[config.mk]
export PLATFORM = sky130hd
export DESIGN_NAME = square_matrix_multiply_unit
export DESIGN_NICKNAME = d
export VERILOG_FILES = /design/src/hdl/smm_pkg.sv /design/src/hdl/smm_mem.sv /design/src/hdl/smm_seq.sv /design/src/hdl/smm_mac.sv /design/src/hdl/square_matrix_multiply_unit.sv
export VERILOG_INCLUDE_DIRS = /design/src /design/src/hdl
export SDC_FILE = /design/constraint.sdc
export NUM_CORES = 2
export LEC_CHECK = 0
export BUFFER_PORTS_ARGS = -buffer_cell sky130_fd_sc_hd__buf_2
export CAP_MARGIN = 20
export CORE_ASPECT_RATIO = 1.75
export CORE_UTILIZATION = 43
export DETAILED_ROUTE_END_ITERATION = 8
export PLACE_DENSITY_LB_ADDON = 0.05
export SYNTH_ARGS = -nofsm -noshare
export SYNTH_HDL_FRONTEND = slang
export SYNTH_SLANG_ARGS = --single-unit
[constraint.sdc]
create_clock -name clk -period 19.09 [get_ports clk]
set_input_delay 1.909 -clock clk [delete_from_list [all_inputs] [get_ports clk]]
set_output_delay 1.909 -clock clk [all_outputs]
set_load 0.02 [all_outputs]
[src/hdl/square_matrix_multiply_unit_defines.svh]
// Assertion macros shared by the matrix multiply unit.
// No dependencies; each macro expects clk and rst_n in scope.
`ifndef SQUARE_MATRIX_MULTIPLY_UNIT_DEFINES_SVH
`define SQUARE_MATRIX_MULTIPLY_UNIT_DEFINES_SVH

// same-cycle implication
`define SMM_ASSERT_NOW(name, ante, cons, msg) \
    name: assert property (@(posedge clk) disable iff (!rst_n) (ante) |-> (cons)) \
        else $error(msg);

// next-cycle implication
`define SMM_ASSERT_NEXT(name, ante, cons, msg) \
    name: assert property (@(posedge clk) disable iff (!rst_n) (ante) |=> (cons)) \
        else $error(msg);

`endif

[src/hdl/smm_pkg.sv]
// Types and constants for the matrix multiply unit.
// No dependencies.
package smm_pkg;

    localparam int IDX_W  = 3;   // row / column index
    localparam int DIM_W  = 4;   // dimension register
    localparam int ELEM_W = 16;  // Q8.8 element
    localparam int PROD_W = 32;  // Q16.16 single product
    localparam int VAL_W  = 36;  // Q20.16 accumulator

    localparam logic [DIM_W-1:0] DIM_RESET = 4'd4;

    typedef enum logic [1:0] {
        OP_LOAD_A  = 2'd0,
        OP_LOAD_B  = 2'd1,
        OP_COMPUTE = 2'd2
    } op_t;

    typedef enum logic {
        ST_IDLE = 1'b0,
        ST_RUN  = 1'b1
    } state_t;

    // tag that travels with each memory read pair
    typedef struct packed {
        logic             first;  // k == 0
        logic             last;   // k == dim-1
        logic             fin;    // final element of the matrix
        logic [IDX_W-1:0] row;
        logic [IDX_W-1:0] col;
    } tag_t;

endpackage

[src/hdl/smm_mem.sv]
// Synchronous single-port-write, single-port-read memory with registered read data.
// No dependencies.
module smm_mem #(
    parameter int DEPTH  = 64,
    parameter int ADDR_W = 6,
    parameter int DATA_W = 16
) (
    input  logic              clk,
    input  logic              we,
    input  logic [ADDR_W-1:0] waddr,
    input  logic [DATA_W-1:0] wdata,
    input  logic              re,
    input  logic [ADDR_W-1:0] raddr,
    output logic [DATA_W-1:0] rdata
);

    logic [DATA_W-1:0] mem [DEPTH];
    logic [DATA_W-1:0] rdata_reg;

    always_ff @(posedge clk)
    begin
        if (we)
        begin
            mem[waddr] <= wdata;
        end
    end

    always_ff @(posedge clk)
    begin
        if (re)
        begin
            rdata_reg <= mem[raddr];
        end
    end

    assign rdata = rdata_reg;

endmodule

[src/hdl/smm_seq.sv]
// Read sequencer: walks (row, column, k) and issues paired memory reads.
// Depends on smm_pkg.
module smm_seq #(
    parameter int MAX_DIM = 8,
    parameter int ADDR_W  = 6
) (
    input  logic                     clk,
    input  logic                     rst_n,
    input  logic                     start,
    input  logic                     stall,
    input  logic [smm_pkg::DIM_W-1:0] dim_eff,
    output logic                     idle,
    output logic                     rd_en,
    output logic [ADDR_W-1:0]        raddr_a,
    output logic [ADDR_W-1:0]        raddr_b,
    output smm_pkg::tag_t            tag
);
    import smm_pkg::*;

    state_t           state_reg, state_next;
    logic [IDX_W-1:0] i_reg, i_next;
    logic [IDX_W-1:0] j_reg, j_next;
    logic [IDX_W-1:0] k_reg, k_next;
    logic [DIM_W-1:0] dm1;
    logic             i_end, j_end, k_end;

    assign dm1   = dim_eff - DIM_W'(1);
    assign i_end = ({1'b0, i_reg} == dm1);
    assign j_end = ({1'b0, j_reg} == dm1);
    assign k_end = ({1'b0, k_reg} == dm1);

    // next state and counters
    always_comb
    begin
        state_next = state_reg;
        i_next     = i_reg;
        j_next     = j_reg;
        k_next     = k_reg;
        case (state_reg)
            ST_IDLE:
            begin
                if (start)
                begin
                    state_next = ST_RUN;
                    i_next     = '0;
                    j_next     = '0;
                    k_next     = '0;
                end
            end
            ST_RUN:
            begin
                if (!stall)
                begin
                    k_next = k_reg + IDX_W'(1);
                    if (k_end)
                    begin
                        k_next = '0;
                        j_next = j_reg + IDX_W'(1);
                        if (j_end)
                        begin
                            j_next = '0;
                            i_next = i_reg + IDX_W'(1);
                            if (i_end)
                            begin
                                state_next = ST_IDLE;
                            end
                        end
                    end
                end
            end
            default:
            begin
                state_next = ST_IDLE;
            end
        endcase
    end

    // outputs
    always_comb
    begin
        idle  = 1'b0;
        rd_en = 1'b0;
        case (state_reg)
            ST_IDLE: idle  = 1'b1;
            ST_RUN:  rd_en = !stall;
            default: idle  = 1'b0;
        endcase
    end

    assign raddr_a   = ADDR_W'(i_reg * MAX_DIM + k_reg);
    assign raddr_b   = ADDR_W'(k_reg * MAX_DIM + j_reg);
    assign tag.first = (k_reg == '0);
    assign tag.last  = k_end;
    assign tag.fin   = i_end && j_end;
    assign tag.row   = i_reg;
    assign tag.col   = j_reg;

    always_ff @(posedge clk or negedge rst_n)
    begin
        if (!rst_n)
        begin
            state_reg <= ST_IDLE;
            i_reg     <= '0;
            j_reg     <= '0;
            k_reg     <= '0;
        end
        else
        begin
            state_reg <= state_next;
            i_reg     <= i_next;
            j_reg     <= j_next;
            k_reg     <= k_next;
        end
    end

endmodule

[src/hdl/smm_mac.sv]
// Multiply-accumulate datapath with the result output register.
// Depends on smm_pkg.
module smm_mac (
    input  logic                              clk,
    input  logic                              rst_n,
    input  logic                              rd_en,
    input  smm_pkg::tag_t                     tag_in,
    input  logic signed [smm_pkg::ELEM_W-1:0] a_data,
    input  logic signed [smm_pkg::ELEM_W-1:0] b_data,
    output logic                              stall,
    output logic                              out_valid,
    input  logic                              out_ready,
    output logic [smm_pkg::IDX_W-1:0]         out_row,
    output logic [smm_pkg::IDX_W-1:0]         out_column,
    output logic signed [smm_pkg::VAL_W-1:0]  product_value,
    output logic                              last
);
    import smm_pkg::*;

    // stage 1 lines up with memory read data
    logic                     s1_valid_reg, s1_valid_next;
    tag_t                     s1_tag_reg;
    // stage 2 holds the product
    logic                     s2_valid_reg, s2_valid_next;
    tag_t                     s2_tag_reg;
    logic signed [PROD_W-1:0] prod_reg;
    logic signed [VAL_W-1:0]  acc_reg, acc_next;
    logic signed [VAL_W-1:0]  sum;
    logic                     done;
    logic                     out_valid_reg, out_valid_next;
    logic [IDX_W-1:0]         out_row_reg, out_col_reg;
    logic signed [VAL_W-1:0]  out_val_reg;
    logic                     out_last_reg;

    // element finished but output register still occupied
    assign stall = s2_valid_reg && s2_tag_reg.last && out_valid_reg && !out_ready;
    assign done  = s2_valid_reg && s2_tag_reg.last && !stall;

    assign sum = (s2_tag_reg.first ? VAL_W'(0) : acc_reg)
               + {{(VAL_W-PROD_W){prod_reg[PROD_W-1]}}, prod_reg};

    always_comb
    begin
        s1_valid_next  = stall ? s1_valid_reg : rd_en;
        s2_valid_next  = stall ? s2_valid_reg : s1_valid_reg;
        acc_next       = (s2_valid_reg && !s2_tag_reg.last) ? sum : acc_reg;
        out_valid_next = done ? 1'b1 : (out_ready ? 1'b0 : out_valid_reg);
    end

    always_ff @(posedge clk or negedge rst_n)
    begin
        if (!rst_n)
        begin
            s1_valid_reg  <= 1'b0;
            s2_valid_reg  <= 1'b0;
            out_valid_reg <= 1'b0;
        end
        else
        begin
            s1_valid_reg  <= s1_valid_next;
            s2_valid_reg  <= s2_valid_next;
            out_valid_reg <= out_valid_next;
        end
    end

    always_ff @(posedge clk)
    begin
        if (!stall)
        begin
            s1_tag_reg <= tag_in;
            s2_tag_reg <= s1_tag_reg;
            prod_reg   <= a_data * b_data;
            acc_reg    <= acc_next;
        end
        if (done)
        begin
            out_row_reg  <= s2_tag_reg.row;
            out_col_reg  <= s2_tag_reg.col;
            out_val_reg  <= sum;
            out_last_reg <= s2_tag_reg.fin;
        end
    end

    assign out_valid     = out_valid_reg;
    assign out_row       = out_row_reg;
    assign out_column    = out_col_reg;
    assign product_value = out_val_reg;
    assign last          = out_last_reg;

endmodule

[src/hdl/square_matrix_multiply_unit.sv]
// Results: a compute presents its products one element at a time after the transfer.
// Throughput: one multiply-accumulate per cycle while the output does not stall, set by
// the single read port of each matrix memory; the input stays closed while the sequencer
// issues the reads of a compute, output stalls included.
// Reset: asynchronous, active low; dimension returns to 4, pipeline and output empty,
// matrix memories are not cleared.
module square_matrix_multiply_unit #(
    parameter int MAX_DIM = 8
) (
    input  logic                              clk,
    input  logic                              rst_n,
    // configuration: dimension register
    input  logic                              cfg_we,
    input  logic [smm_pkg::DIM_W-1:0]         cfg_data,
    // command input
    input  logic                              in_valid,
    output logic                              in_ready,
    input  logic [1:0]                        opcode,
    input  logic [smm_pkg::IDX_W-1:0]         row,
    input  logic [smm_pkg::IDX_W-1:0]         column,
    input  logic signed [smm_pkg::ELEM_W-1:0] element,
    // product output
    output logic                              out_valid,
    input  logic                              out_ready,
    output logic [smm_pkg::IDX_W-1:0]         out_row,
    output logic [smm_pkg::IDX_W-1:0]         out_column,
    output logic signed [smm_pkg::VAL_W-1:0]  product_value,
    output logic                              last
);
    import smm_pkg::*;

`include "square_matrix_multiply_unit_defines.svh"

    localparam int DEPTH  = MAX_DIM * MAX_DIM;
    localparam int ADDR_W = (DEPTH > 1) ? $clog2(DEPTH) : 1;

    logic [DIM_W-1:0]  dim_reg;
    logic [DIM_W-1:0]  dim_eff;
    logic              in_fire;
    logic              in_range;
    logic              we_a, we_b;
    logic              start;
    logic [ADDR_W-1:0] waddr;
    logic              rd_en;
    logic [ADDR_W-1:0] raddr_a, raddr_b;
    logic [ELEM_W-1:0] rdata_a, rdata_b;
    tag_t              tag;
    logic              stall;
    logic              idle;

    // dimension register; writes must only come while idle, which the block does not enforce
    always_ff @(posedge clk or negedge rst_n)
    begin
        if (!rst_n)
        begin
            dim_reg <= DIM_RESET;
        end
        else if (cfg_we)
        begin
            dim_reg <= cfg_data;
        end
    end

    // clamp to 1..MAX_DIM
    always_comb
    begin
        if (dim_reg == '0)
        begin
            dim_eff = DIM_W'(1);
        end
        else if (dim_reg > DIM_W'(MAX_DIM))
        begin
            dim_eff = DIM_W'(MAX_DIM);
        end
        else
        begin
            dim_eff = dim_reg;
        end
    end

    // Input is taken only while the sequencer is idle, so loads never write
    // an entry while a compute is reading.
    assign in_ready = idle;
    assign in_fire  = in_valid && in_ready;
    assign in_range = ({1'b0, row} < dim_eff) && ({1'b0, column} < dim_eff);
    assign waddr    = ADDR_W'(row * MAX_DIM + column);

    always_comb
    begin
        we_a  = 1'b0;
        we_b  = 1'b0;
        start = 1'b0;
        case (op_t'(opcode))
            OP_LOAD_A:  we_a  = in_fire && in_range;
            OP_LOAD_B:  we_b  = in_fire && in_range;
            OP_COMPUTE: start = in_fire;
            default:    start = 1'b0;  // unused opcode: transfer is dropped
        endcase
    end

    smm_mem #(
        .DEPTH  (DEPTH),
        .ADDR_W (ADDR_W),
        .DATA_W (ELEM_W)
    ) u_mem_a (
        .clk   (clk),
        .we    (we_a),
        .waddr (waddr),
        .wdata (element),
        .re    (rd_en),
        .raddr (raddr_a),
        .rdata (rdata_a)
    );

    smm_mem #(
        .DEPTH  (DEPTH),
        .ADDR_W (ADDR_W),
        .DATA_W (ELEM_W)
    ) u_mem_b (
        .clk   (clk),
        .we    (we_b),
        .waddr (waddr),
        .wdata (element),
        .re    (rd_en),
        .raddr (raddr_b),
        .rdata (rdata_b)
    );

    smm_seq #(
        .MAX_DIM (MAX_DIM),
        .ADDR_W  (ADDR_W)
    ) u_seq (
        .clk     (clk),
        .rst_n   (rst_n),
        .start   (start),
        .stall   (stall),
        .dim_eff (dim_eff),
        .idle    (idle),
        .rd_en   (rd_en),
        .raddr_a (raddr_a),
        .raddr_b (raddr_b),
        .tag     (tag)
    );

    // The whole read/multiply/accumulate pipe freezes while a finished
    // element waits for the output register.
    smm_mac u_mac (
        .clk           (clk),
        .rst_n         (rst_n),
        .rd_en         (rd_en),
        .tag_in        (tag),
        .a_data        (rdata_a),
        .b_data        (rdata_b),
        .stall         (stall),
        .out_valid     (out_valid),
        .out_ready     (out_ready),
        .out_row       (out_row),
        .out_column    (out_column),
        .product_value (product_value),
        .last          (last)
    );

    `SMM_ASSERT_NOW(a_no_rw_overlap, we_a || we_b, !rd_en, "load write during compute read")
    `SMM_ASSERT_NOW(a_last_on_diag, out_valid && last, out_row == out_column, "last off diagonal")
    `SMM_ASSERT_NEXT(a_busy_after_start, start, !in_ready, "input open right after compute")

endmodule
==> report_table.html <==
<table>
<tr><th>Metric</th><th>Value</th></tr>
<tr><th colspan="2">Status</th></tr>
<tr><td>Outcome</td><td>finished, final reports clean</td></tr>
<tr><th colspan="2">Cells and area</th></tr>
<tr><td>Most common cell after layout, fill and taps aside</td><td>sky130_fd_sc_hd__edfxtp_1</td></tr>
<tr><td>Share of post-route cells with drive strength above 1</td><td>approximately 24%</td></tr>
<tr><td>Number of nets in the final layout</td><td>~5,400</td></tr>
<tr><td>Summed area of non-filler cells in the final layout</td><td>107,000 µm²</td></tr>
<tr><td>Syn-to-layout area delta</td><td>11.5%</td></tr>
<tr><td>Most frequent cells in the layout</td><td>2,209 x sky130_fd_sc_hd__edfxtp_1, 672 x sky130_fd_sc_hd__mux4_2, 333 x sky130_fd_sc_hd__inv_1</td></tr>
<tr><td>Fillcell total</td><td>18,396</td></tr>
<tr><td>Largest registers</td><td>u_mem_a.mem (1024), u_mem_b.mem (1024)</td></tr>
<tr><th colspan="2">Floorplan</th></tr>
<tr><td>Io pins</td><td>between 70 and 80</td></tr>
<tr><td>Effective utilization at floorplan</td><td>43.4%</td></tr>
<tr><td>Die area</td><td>between 200,000 and 250,000 µm²</td></tr>
<tr><td>Die height</td><td>626 µm</td></tr>
<tr><td># rows</td><td>roughly 230</td></tr>
<tr><td>Horizontal die dimension</td><td>359 µm</td></tr>
<tr><td>Core ar.</td><td>221,000 µm²</td></tr>
<tr><th colspan="2">Place</th></tr>
<tr><td>Routability congestion estimate</td><td>0.841</td></tr>
<tr><td>Cell area after placement</td><td>100,000 µm²</td></tr>
<tr><td>HPWL after detailed placement</td><td>164,000 µm</td></tr>
<tr><td>Port-buffer cells</td><td>77</td></tr>
<tr><th colspan="2">STA</th></tr>
<tr><td>Unrepaired setup endpoints after global routing</td><td>no</td></tr>
<tr><td>Final sum of negative setup slack</td><td>0 ns</td></tr>
<tr><td>Worst Clk Skew</td><td>around 0.039 ns</td></tr>
<tr><td>Worst-case headroom to the max-slew limit</td><td>between 20% and 30%</td></tr>
<tr><td>Fin. Hold Viols</td><td>0</td></tr>
<tr><td>Achievable Freq</td><td>around 140 MHz</td></tr>
<tr><td>Slew at the pin with the worst max-slew slack</td><td>between 1 and 1.5 ns</td></tr>
<tr><td>Final critical-path required period</td><td>slightly above 7 ns</td></tr>
<tr><td>Setup Viol. Count Final</td><td>0</td></tr>
<tr><td>Max-slew violation count</td><td>0</td></tr>
<tr><td>Post-route clock period utilization</td><td>between 30 and 40%</td></tr>
<tr><th colspan="2">Clock tree</th></tr>
<tr><td>Number of sinks handled by clock tree synthesis</td><td>~2,200</td></tr>
<tr><td>Quantity of hold-fixing buffers added after cts</td><td>0</td></tr>
<tr><td>Clk buf depth</td><td>4</td></tr>
<tr><td>Clock transition at the registers of the reported paths</td><td>about 0.06 ns</td></tr>
<tr><td>Clk_lat worst skew</td><td>0.86 ns</td></tr>
<tr><td>Count of instances resized after the clock tree is built</td><td>0</td></tr>
<tr><td>Setup repair bufs after CTS</td><td>0</td></tr>
<tr><td>Root buffer cell</td><td>sky130_fd_sc_hd__clkbuf_16</td></tr>
<tr><td>Number of buffers added by the clock tree synthesis step</td><td>~210</td></tr>
<tr><td>H-Tree Level Count</td><td>4</td></tr>
<tr><td>TritonCTS clock tree</td><td>yes</td></tr>
<tr><th colspan="2">Setup path</th></tr>
<tr><td>Worst setup path class</td><td>flip-flop to flip-flop</td></tr>
<tr><td>CP endpoint kind</td><td>flip-flop</td></tr>
<tr><td>Startpoint of the worst register-to-register path</td><td>u_mem_a.rdata[15]</td></tr>
<tr><td>Crit path required time</td><td>slightly below 20 ns</td></tr>
<tr><td>Kind of start point of the critical path</td><td>flip-flop</td></tr>
<tr><td>Crit path launch</td><td>u_mem_a.rdata[15]</td></tr>
<tr><td>Data arrival time at the worst-slack endpoint</td><td>7.64 ns</td></tr>
<tr><td>Maximum fanout encountered on the critical timing path</td><td>16</td></tr>
<tr><th colspan="2">Yosys</th></tr>
<tr><td>Synth Flop Type</td><td>sky130_fd_sc_hd__edfxtp_1</td></tr>
<tr><td>Post-synthesis instance area</td><td>approximately 96,000 µm²</td></tr>
<tr><td>Number of storage elements in the synthesis netlist</td><td>roughly 2,200</td></tr>
<tr><td>Sequential element share of the synthesized area</td><td>between 60% and 70%</td></tr>
<tr><td>Mean instance size in the synthesized netlist</td><td>about 20 µm²</td></tr>
<tr><td>Synthesis Warnings</td><td>0</td></tr>
<tr><td>Cell variety after synth</td><td>56</td></tr>
<tr><td>Number of synthesized flops with an enable pin</td><td>2,209</td></tr>
<tr><td>FFs w/ async S/R, synth</td><td>less than 1%</td></tr>
<tr><td>Synthesized instance count</td><td>4,705</td></tr>
<tr><td>Net count after synthesis</td><td>a little over 5,000</td></tr>
<tr><th colspan="2">Detailed routing</th></tr>
<tr><td>Routed vias/inst</td><td>approximately 5.6</td></tr>
<tr><td>Via count</td><td>between 40,000 and 50,000</td></tr>
<tr><td>Number of violations reported at the end of detailed-routing iteration 0</td><td>roughly 3,200</td></tr>
<tr><td>Post-detailed-route wirelength per cell</td><td>about 31 µm</td></tr>
<tr><td>Final ANT Viol Nets</td><td>0</td></tr>
<tr><td>First-pass iteration count of the detailed router</td><td>6</td></tr>
<tr><td>DRC violation count after routing</td><td>0</td></tr>
<tr><td>Total wire length after detailed routing</td><td>~250,000 µm</td></tr>
<tr><th colspan="2">Hold path</th></tr>
<tr><td>Startpoint of the most critical hold path</td><td>u_mac.s1_tag_reg[0]</td></tr>
<tr><td>Worst min-delay path class</td><td>flip-flop to flip-flop</td></tr>
<tr><th colspan="2">Flow run</th></tr>
<tr><td>Max-cap check violation count</td><td>0</td></tr>
<tr><th colspan="2">GRT</th></tr>
<tr><td>Global-route usage over all layers</td><td>approximately 23%</td></tr>
<tr><td>Maximum number of pins on one net before global-route repair</td><td>around 130</td></tr>
<tr><td>Number of global-route vias before repair</td><td>49,036</td></tr>
<tr><td>Global-route wire length before repair</td><td>360,000 µm</td></tr>
<tr><td>Initial antenna violation count</td><td>9</td></tr>
<tr><td>Aggregate global routing overflow</td><td>0</td></tr>
</table>
## per-layer routing
metal	up-vias	track usage (%)	wire length (µm)
met5	-	0	13
met4	2	7.19	8010
met3	332	2.42	7840
met2	858	43.4	142000
met1	24574	26.1	92000
li1	19069	-	-
## critical path: stages, from the launching register on
cell and delay [ns]:
sky130_fd_sc_hd__edfxtp_1 0.77, sky130_fd_sc_hd__nand2_1 0.20, sky130_fd_sc_hd__inv_1 0.16, sky130_fd_sc_hd__fa_1 0.57, sky130_fd_sc_hd__fa_1 0.86, sky130_fd_sc_hd__inv_1 0.16, sky130_fd_sc_hd__fa_1 0.51, sky130_fd_sc_hd__fa_1 0.56
sky130_fd_sc_hd__fa_1 0.43, sky130_fd_sc_hd__fa_1 0.49, sky130_fd_sc_hd__inv_1 0.04, sky130_fd_sc_hd__ha_1 0.36, sky130_fd_sc_hd__a21oi_1 0.25, sky130_fd_sc_hd__o41ai_1 0.13, sky130_fd_sc_hd__a31o_2 0.24, sky130_fd_sc_hd__a221oi_1 0.61
sky130_fd_sc_hd__o31ai_1 0.16, sky130_fd_sc_hd__a21oi_1 0.19, sky130_fd_sc_hd__xnor2_1 0.07
## layout make-up
class	count	area, µm²	area share, %
sequential	2226	66800	62.5
multi-input combinational	1941	26900	25.2
clock buffer	281	5660	5.29
tap	2875	3600	3.37
timing repair buffer	244	1750	1.64
inverter	333	1250	1.17
clock inverter	89	812	0.760
antenna	9	22.5	0.0211
## cells in the mapped netlist (4+ instances only)
cell                           n  area share, %
sky130_fd_sc_hd__a211oi_1      9          0.071
sky130_fd_sc_hd__a21boi_0      4          0.031
sky130_fd_sc_hd__a21o_1       13           0.10
sky130_fd_sc_hd__a21oi_1      60           0.31
sky130_fd_sc_hd__a221oi_1      5          0.046
sky130_fd_sc_hd__a31o_2        4          0.037
sky130_fd_sc_hd__a31oi_1      11          0.072
sky130_fd_sc_hd__and2_1      125           0.82
sky130_fd_sc_hd__buf_1        36           0.14
sky130_fd_sc_hd__buf_2        54           0.28
sky130_fd_sc_hd__buf_4         8          0.063
sky130_fd_sc_hd__buf_6         6          0.071
sky130_fd_sc_hd__clkbuf_1    101           0.40
sky130_fd_sc_hd__dfrtp_1      16           0.42
sky130_fd_sc_hd__edfxtp_1   2209             69
sky130_fd_sc_hd__fa_1        263            5.5
sky130_fd_sc_hd__ha_1        126            1.6
sky130_fd_sc_hd__inv_1       333            1.3
sky130_fd_sc_hd__mux2_2        6          0.071
sky130_fd_sc_hd__mux4_2      672             16
sky130_fd_sc_hd__nand2_1     177           0.69
sky130_fd_sc_hd__nand2b_1     19           0.12
sky130_fd_sc_hd__nand3_1      23           0.12
sky130_fd_sc_hd__nand3b_1      6          0.047
sky130_fd_sc_hd__nand4_1       9          0.059
sky130_fd_sc_hd__nor2_1      170           0.67
sky130_fd_sc_hd__nor2b_1      40           0.26
sky130_fd_sc_hd__nor3_1       13          0.068
sky130_fd_sc_hd__nor4_1        4          0.026
sky130_fd_sc_hd__o2111ai_1     4          0.037
sky130_fd_sc_hd__o211ai_1      5          0.039
sky130_fd_sc_hd__o21a_1        7          0.055
sky130_fd_sc_hd__o21ai_0      41           0.21
sky130_fd_sc_hd__o21bai_1     11          0.086
sky130_fd_sc_hd__o31ai_1       4          0.031
sky130_fd_sc_hd__or3_1         4          0.026
sky130_fd_sc_hd__or3b_2        5          0.046
sky130_fd_sc_hd__xnor2_1      58           0.53
sky130_fd_sc_hd__xor2_1       19           0.17
## logic make-up after synthesis
logic type | after synthesis | share of synthesized area [%]
fa+ha+maj | 389 | 7.14
mux | 678 | 15.9
buf+inv | 538 | 2.26
compound gates | 193 | 1.28
flops | 2226 | 69.7
simple gates | 604 | 3.03
xor+xnor | 77 | 0.704
## per-stage QoR
step	hold WS, ns	utilization, %	instances	worst slack, ns
finish	0.420	48.4	7998	12.02
global route	0.425	48.4	7995	11.77
CTS	0.417	48.4	7989	12.14
detailed placement	0.405	45.4	7619	12.17
global placement	0.401	45.4	7619	12.22
floorplan	0.400	-	4705	12.97
## worst paths after layout
check / depth (start not counted) / end / slack [ns]
max in group asynchronous: 1 / u_seq.j_reg[2] / 17.57
hold / removal: 0 / u_mac.s2_tag_reg[0] / 0.42
setup reg to reg: 18 / u_mac.prod_reg[31] / 12.02
min in group asynchronous: 1 / u_mac.s2_valid_reg / 1.06
setup / recovery: 18 / u_mac.prod_reg[31] / 12.02
hold reg to reg: 0 / u_mac.s2_tag_reg[0] / 0.42
Power is left out: the tool's default activity adds up to more than one toggle a clock period on the data nets, which glitch-free logic cannot reach.
